<file path="src/hw/rtl/bba_pkg.sv">
// bba_pkg: shared constants, codes and controller/datapath structs for the
// buddy block allocator. No dependencies.
package bba_pkg;

  localparam int MaxOrder  = 10;
  localparam int BlkW      = MaxOrder;
  localparam int LinkW     = MaxOrder + 1;
  localparam int NodeW     = MaxOrder + 1;
  localparam int OrdW      = 4;
  localparam int StW       = 3;
  localparam int CfgW      = 11;
  localparam int NumBlocks = 1 << MaxOrder;
  localparam int NumNodes  = (2 << MaxOrder) - 1;

  localparam logic [LinkW-1:0] Nil = {LinkW{1'b1}};

  localparam logic RegTopOrder    = 1'b0;
  localparam logic RegUsableBlocks = 1'b1;

  typedef enum logic [1:0] {
    NODE_FREE  = 2'd0,
    NODE_PART  = 2'd1,
    NODE_ALLOC = 2'd2
  } node_e;

  typedef enum logic [StW-1:0] {
    ST_OK        = 3'd0,
    ST_NO_FREE   = 3'd1,
    ST_TOO_LARGE = 3'd2,
    ST_PAST_END  = 3'd3,
    ST_BAD_INDEX = 3'd4
  } status_e;

  typedef enum logic [4:0] {
    CMD_NONE,
    CMD_CLEAR,
    CMD_WAIT_IN,
    CMD_SET_J,
    CMD_SPLIT_RD,
    CMD_RM_WR,
    CMD_TA_HALF,
    CMD_TA_GRANT,
    CMD_TA_UP,
    CMD_ADD1_HALF,
    CMD_ADD1_SPLIT,
    CMD_ADD1_FREE,
    CMD_ADD2,
    CMD_ADD2_DEC,
    CMD_FINAL_RD,
    CMD_F_INIT,
    CMD_F_DESC,
    CMD_F_SETFREE,
    CMD_F_BUDRD,
    CMD_F_MERGE,
    CMD_FINISH,
    CMD_OUT_LOAD
  } cmd_e;

  typedef struct packed {
    cmd_e    op;
    status_e code;
  } ctl_cmd_t;

  typedef struct packed {
    logic in_fire;
    logic action;
    logic too_large;
    logic found;
    logic split_more;
    logic half_bad;
    logic n_zero;
    logic grant_bad;
    logic free_oob;
    logic st_alloc;
    logic st_part;
    logic o_zero;
    logic start_mismatch;
    logic start_bad;
    logic can_merge;
    logic bud_free;
    logic clr_last;
    logic out_busy;
  } dp_status_t;

endpackage

</file>
<file path="src/hw/rtl/bba_controller.sv">
// bba_controller: sequencer for allocate and free requests and the node
// clearing pass. Drives datapath commands from datapath status. Depends on bba_pkg.
module bba_controller (
  input  logic                clk_i,
  input  logic                rst_ni,
  input  logic                cfg_we_i,
  input  bba_pkg::dp_status_t stat_i,
  output bba_pkg::ctl_cmd_t   cmd_o
);
  import bba_pkg::*;

  typedef enum logic [21:0] {
    S_CLEAR   = 22'h000001,
    S_IDLE    = 22'h000002,
    S_DECODE  = 22'h000004,
    S_A_CHK   = 22'h000008,
    S_A_LOOP  = 22'h000010,
    S_A_RM    = 22'h000020,
    S_A_HALF  = 22'h000040,
    S_A_HTA   = 22'h000080,
    S_A_ADDH2 = 22'h000100,
    S_A_ADDB1 = 22'h000200,
    S_A_ADDB2 = 22'h000400,
    S_A_FIN   = 22'h000800,
    S_A_GRANT = 22'h001000,
    S_A_GTA   = 22'h002000,
    S_F_CHK   = 22'h004000,
    S_F_EV    = 22'h008000,
    S_F_CHK2  = 22'h010000,
    S_F_MRG   = 22'h020000,
    S_F_MEV   = 22'h040000,
    S_F_ADD2  = 22'h080000,
    S_F_END   = 22'h100000,
    S_DONE    = 22'h200000
  } state_e;

  state_e state_q, state_d;

  always_comb begin
    state_d    = state_q;
    cmd_o.op   = CMD_NONE;
    cmd_o.code = ST_OK;
    case (state_q)
      S_CLEAR: begin
        cmd_o.op = CMD_CLEAR;
        if (stat_i.clr_last) state_d = S_IDLE;
      end
      S_IDLE: begin
        cmd_o.op = CMD_WAIT_IN;
        if (stat_i.in_fire) state_d = S_DECODE;
      end
      S_DECODE: state_d = stat_i.action ? S_F_CHK : S_A_CHK;
      S_A_CHK: begin
        if (stat_i.too_large) begin
          cmd_o.op   = CMD_FINISH;
          cmd_o.code = ST_TOO_LARGE;
          state_d    = S_DONE;
        end else if (!stat_i.found) begin
          cmd_o.op   = CMD_FINISH;
          cmd_o.code = ST_NO_FREE;
          state_d    = S_DONE;
        end else begin
          cmd_o.op = CMD_SET_J;
          state_d  = S_A_LOOP;
        end
      end
      S_A_LOOP: begin
        if (stat_i.split_more) begin
          cmd_o.op = CMD_SPLIT_RD;
          state_d  = S_A_RM;
        end else begin
          cmd_o.op = CMD_FINAL_RD;
          state_d  = S_A_FIN;
        end
      end
      S_A_RM: begin
        cmd_o.op = CMD_RM_WR;
        state_d  = S_A_HALF;
      end
      S_A_HALF: begin
        if (stat_i.half_bad) begin
          cmd_o.op = CMD_TA_HALF;
          state_d  = S_A_HTA;
        end else begin
          cmd_o.op = CMD_ADD1_HALF;
          state_d  = S_A_ADDH2;
        end
      end
      S_A_HTA: begin
        if (!stat_i.n_zero) begin
          cmd_o.op = CMD_TA_UP;
        end else begin
          cmd_o.op = CMD_ADD1_SPLIT;
          state_d  = S_A_ADDB2;
        end
      end
      S_A_ADDH2: begin
        cmd_o.op = CMD_ADD2;
        state_d  = S_A_ADDB1;
      end
      S_A_ADDB1: begin
        cmd_o.op = CMD_ADD1_SPLIT;
        state_d  = S_A_ADDB2;
      end
      S_A_ADDB2: begin
        cmd_o.op = CMD_ADD2_DEC;
        state_d  = S_A_LOOP;
      end
      S_A_FIN: begin
        if (stat_i.grant_bad) begin
          cmd_o.op   = CMD_FINISH;
          cmd_o.code = ST_PAST_END;
          state_d    = S_DONE;
        end else begin
          cmd_o.op = CMD_RM_WR;
          state_d  = S_A_GRANT;
        end
      end
      S_A_GRANT: begin
        cmd_o.op = CMD_TA_GRANT;
        state_d  = S_A_GTA;
      end
      S_A_GTA: begin
        if (!stat_i.n_zero) begin
          cmd_o.op = CMD_TA_UP;
        end else begin
          cmd_o.op   = CMD_FINISH;
          cmd_o.code = ST_OK;
          state_d    = S_DONE;
        end
      end
      S_F_CHK: begin
        if (stat_i.free_oob) begin
          cmd_o.op   = CMD_FINISH;
          cmd_o.code = ST_BAD_INDEX;
          state_d    = S_DONE;
        end else begin
          cmd_o.op = CMD_F_INIT;
          state_d  = S_F_EV;
        end
      end
      S_F_EV: begin
        if (stat_i.st_alloc) begin
          state_d = S_F_CHK2;
        end else if (!stat_i.st_part || stat_i.o_zero) begin
          cmd_o.op   = CMD_FINISH;
          cmd_o.code = ST_BAD_INDEX;
          state_d    = S_DONE;
        end else begin
          cmd_o.op = CMD_F_DESC;
        end
      end
      S_F_CHK2: begin
        if (stat_i.start_mismatch) begin
          cmd_o.op   = CMD_FINISH;
          cmd_o.code = ST_BAD_INDEX;
          state_d    = S_DONE;
        end else if (stat_i.start_bad) begin
          cmd_o.op   = CMD_FINISH;
          cmd_o.code = ST_PAST_END;
          state_d    = S_DONE;
        end else begin
          cmd_o.op = CMD_F_SETFREE;
          state_d  = S_F_MRG;
        end
      end
      S_F_MRG: begin
        if (stat_i.can_merge) begin
          cmd_o.op = CMD_F_BUDRD;
          state_d  = S_F_MEV;
        end else begin
          cmd_o.op = CMD_ADD1_FREE;
          state_d  = S_F_ADD2;
        end
      end
      S_F_MEV: begin
        if (stat_i.bud_free) begin
          cmd_o.op = CMD_F_MERGE;
          state_d  = S_F_MRG;
        end else begin
          cmd_o.op = CMD_ADD1_FREE;
          state_d  = S_F_ADD2;
        end
      end
      S_F_ADD2: begin
        cmd_o.op = CMD_ADD2;
        state_d  = S_F_END;
      end
      S_F_END: begin
        cmd_o.op   = CMD_FINISH;
        cmd_o.code = ST_OK;
        state_d    = S_DONE;
      end
      S_DONE: begin
        if (!stat_i.out_busy) begin
          cmd_o.op = CMD_OUT_LOAD;
          state_d  = S_IDLE;
        end
      end
      default: state_d = S_IDLE;
    endcase
    if (cfg_we_i) state_d = S_CLEAR;
  end

  always_ff @(posedge clk_i or negedge rst_ni) begin
    if (!rst_ni) begin
      state_q <= S_CLEAR;
    end else begin
      state_q <= state_d;
    end
  end

endmodule

</file>
<file path="config.mk">
export PLATFORM = sky130hd
export DESIGN_NAME = bba_controller
export DESIGN_NICKNAME = d
export VERILOG_FILES = /design/src/hw/rtl/bba_pkg.sv /design/src/hw/rtl/bba_controller.sv
export SDC_FILE = /design/constraint.sdc
export NUM_CORES = 1
export LEC_CHECK = 0
export BUFFER_PORTS_ARGS = -buffer_cell sky130_fd_sc_hd__buf_2
export CORE_MARGIN = 4
export CORE_UTILIZATION = 57
export CTS_BUF_LIST = sky130_fd_sc_hd__clkbuf_4 sky130_fd_sc_hd__clkbuf_8 sky130_fd_sc_hd__clkbuf_16
export DETAILED_ROUTE_END_ITERATION = 7
export PLACE_DENSITY = 0.8
export SLEW_MARGIN = 25
export SYNTH_ARGS = -nofsm -noshare
export SYNTH_HDL_FRONTEND = slang
export SYNTH_SLANG_ARGS = --single-unit
</file>
<file path="constraint.sdc">
create_clock -name clk_i -period 3.1 [get_ports clk_i]
set_input_delay 0.465 -clock clk_i [delete_from_list [all_inputs] [get_ports clk_i]]
set_output_delay 0.465 -clock clk_i [all_outputs]
set_load 0.05 [all_outputs]
</file>
==> results.md <==
* Syn nets at 247
* DR vias/cell at 6.74
* Most common cell in the netlist: nor2_1
* Global-route wire length before repair at 9.92 mm
* Core Rows at 20
* CP Capture Type: primary output
* Multi-input gate area at 1280 um^2
* Share of cells above drive strength 1 at 31.5%
* Clock Power Share at 25.2%
* Nets at 295
* Total power at 598 uW
* Gr busiest metal: met2
* Synth area leaders: dfrtp_1 29%, nor4_1 5.8%, nor2_1 5.3%, nor4_4 4.6%, nand3_1 3.0%
* Clock transition at path regs at 0.14 ns
* Fillers at 243
* Remaining DRCs at 0
* Slew Limit Fails at 0
* Register bank with the most flops: state_q
* Clock Tree Buf Depth at 2
* Fin Hold WS at 0.0944 ns
* Combinational fraction of design power at 24.4%
* M3 GR Usage at 5.03%
* CTS tree: done
* Setup Skew at 0.0148 ns
* Max incr delay on CP at 0.57 ns
* CORE AREA at 3080 um^2
* Drt first pass iters at 7
* WP data arrival at 2.57 ns
* Area added between synthesis and finish at 25.0%
* Setup violations, final at 0
* Met1 Track Usage GR at 43.0%
* Gpl congestion at 1.06
* CP required at 2.63 ns
* DIE HEIGHT at 64.8 um
* Cell Chain, Critical Path: nor4_4 -> buf_4 -> nand4_4 -> or4b_4 -> o2111a_1 -> nand3_1 -> buf_6
* Vias at 2138
* # clock sinks at 22
* Biggest regs: state_q (22)
* Fmax achieved at 330 MHz
* # port buffers at 28
* TritonCTS Buffers at 3
* Largest net degree at the start of global routing at 23
* Final HPWL DP at 4.80 mm
* Outcome: finished clean
* Worst Hold Class: input port to async pin
* Register bit total from synthesis at 22
* Worst Path Max Fanout at 7
* Post-synth top cells: 26 x nor2_1, 21 x dfrtp_1, 17 x nor4_1
* Final Cell Area at 2300 um^2
* All-Layer GR Usage at 31.2%
* Post-Syn Instances at 226
* Worst vdd ir at 180 uV
* Number of global-route vias before repair at 1912
* Switching power at 195 uW
* I/O pin total at 29
* Synth Area in Simple Gates at 49.0%
* Internal at 403 uW
* Placed Cells at 304
* H-tree depth at 1
* CTS Hold Bufs at 0
* Die width at 64.8 um
* Final Critical Period at 3.03 ns
* Crit path launch type: flop
* Synth Warn # at 0
* Yosys cell types at 54
* Largest family of logic cells by synthesized area: simple AND/OR/NAND/NOR gates
* Slew headroom at 64.5%
* Syn Area/Cell at 8.13 um^2
* Register area at 559 um^2
* Initial Util at 59.7%
* Cell taking the most area after synthesis: dfrtp_1
* DR iter-0 viols at 249
* Post-synthesis mux area share at 0%
* Xor/xnor share of the synthesized area at 0.953%
* CTS root buf: clkbuf_4
* Register area share after synthesis at 30.0%
* Leakage at 1.05 nW
* Asr flop ratio synth at 100%
* Share of the synthesized area in the top cell type at 28.6%
* Switching power share of the total at 32.6%
* Fin cells at 317
* Worst-margin pin slew at 0.531 ns
* GRT Residual Overflow at 0
* Worst-Skew Late Latency at 0.32 ns
* DRT Wirelength at 6.31 mm
* Final design utilization at 74.6%
* Number of flip-flops in the largest register at 22
* Adder-Cell Fraction of Synth Area at 0%
* Ant. Diodes at 0
* Compound-Gate Fraction of Synth Area at 14.9%
* GR Util met2 at 49.2%
* Slowest CP cell: or4b_4
* Die Footprint at 4200 um^2
* Mapped Area at 1840 um^2
* Initial antenna violation count at 0
* Number of enable flip-flop cells after synthesis at 0
* Crit Path Category: flop to primary output
* Top_reg_cell synth: dfrtp_1
* ANT nets after route at 0
* Placed cell area at 2100 um^2
* Fin. Hold Viols at 0
* Fin crit share at 97.8%
* Max_cap viols at 0
* Pwr Density at 260 nW/um^2
* Reg power frac at 50.4%
* WL/cell at 19.9 um
## power by group through the flow
| stage | combinational [mW] | clock (mW) | sequential [mW] |
|---|---|---|---|
| after CTS | 0.136 | 0.149 | 0.301 |
| after detailed placement | 0.134 | 0 | 0.306 |
| after floorplan | 0.0801 | 0 | 0.304 |
| final | 0.146 | 0.151 | 0.301 |
| after global routing | 0.159 | 0.166 | 0.302 |
| after global placement | 0.133 | 0 | 0.306 |
## metal layers
layer	vias to the layer above	share of wire [%]
li1	960	-
met1	990	42
met2	159	45
met3	29	9.6
met4	0	3.4
met5	-	0
## stage by stage
step           worst slack, ns  setup TNS, ns
6_report                0.0693              0
5_1_grt                -0.0270        -0.0270
4_1_cts                 0.0152              0
3_5_place_dp             0.186              0
3_3_place_gp             0.206              0
2_1_floorplan            0.296              0
## cell usage in the layout, fill, tap and decap left out, types with 3 or more instances in the layout
cell      instances
o21ai_0           5
nor4_4            6
nor2_1           23
nor3_1            8
nor2b_1           5
nor3b_1           5
nor2_2            3
and3_1            7
a211oi_1          3
nand4_1           7
inv_1            14
nand3b_1          7
dfrtp_1          15
clkbuf_4          5
nand2b_1          5
and4b_1           3
dfrtp_2           6
or4_1             3
nand3_1          11
nand2_1          14
nand4b_1          4
buf_4            24
nor4_1           13
or3_1             3
buf_2            25
a21oi_1           8
nor4_2            3
## logic make-up after synthesis
group,Yosys count
compound gates,39
xor+xnor,2
buf+inv,22
flops,22
simple gates,141
## critical path: cells and delay by family (launching register included)
kind                   cells  cell delay [ns]
buffers and inverters      2             0.35
DFF                        1             0.46
AOI/OAI and AO/OA          1             0.18
and+or+nand+nor            4             1.25
## repair_timing
action | 4_1_cts | 5_1_grt
pin swaps | 3 | 4
gates resized for setup | 5 | 20
cloned | 0 | 0
setup buffers | 3 | 6
endpoints found under the setup margin | 6 | 6
## worst paths after layout
check,endpoint,start,cells past startpoint,slack (ns)
min in group clk_i,state_q[3],stat_i[16],2,0.32
max,cmd_o[5],state_q[7],7,0.07
max in group asynchronous,state_q[14],rst_ni,1,2.62
max reg2reg,state_q[1],state_q[8],6,0.52
min reg2reg,state_q[5],state_q[4],2,0.69
min,state_q[20],rst_ni,1,0.09
## layout make-up
cell class,instances,share of cell area [%]
multi-input combinational,182,55.6
sequential,22,24.3
timing repair buffer,51,14.1
tap,44,2.40
inverter,14,2.29
clock buffer,4,1.31
Note: power is estimated with default switching activity, not from simulation.
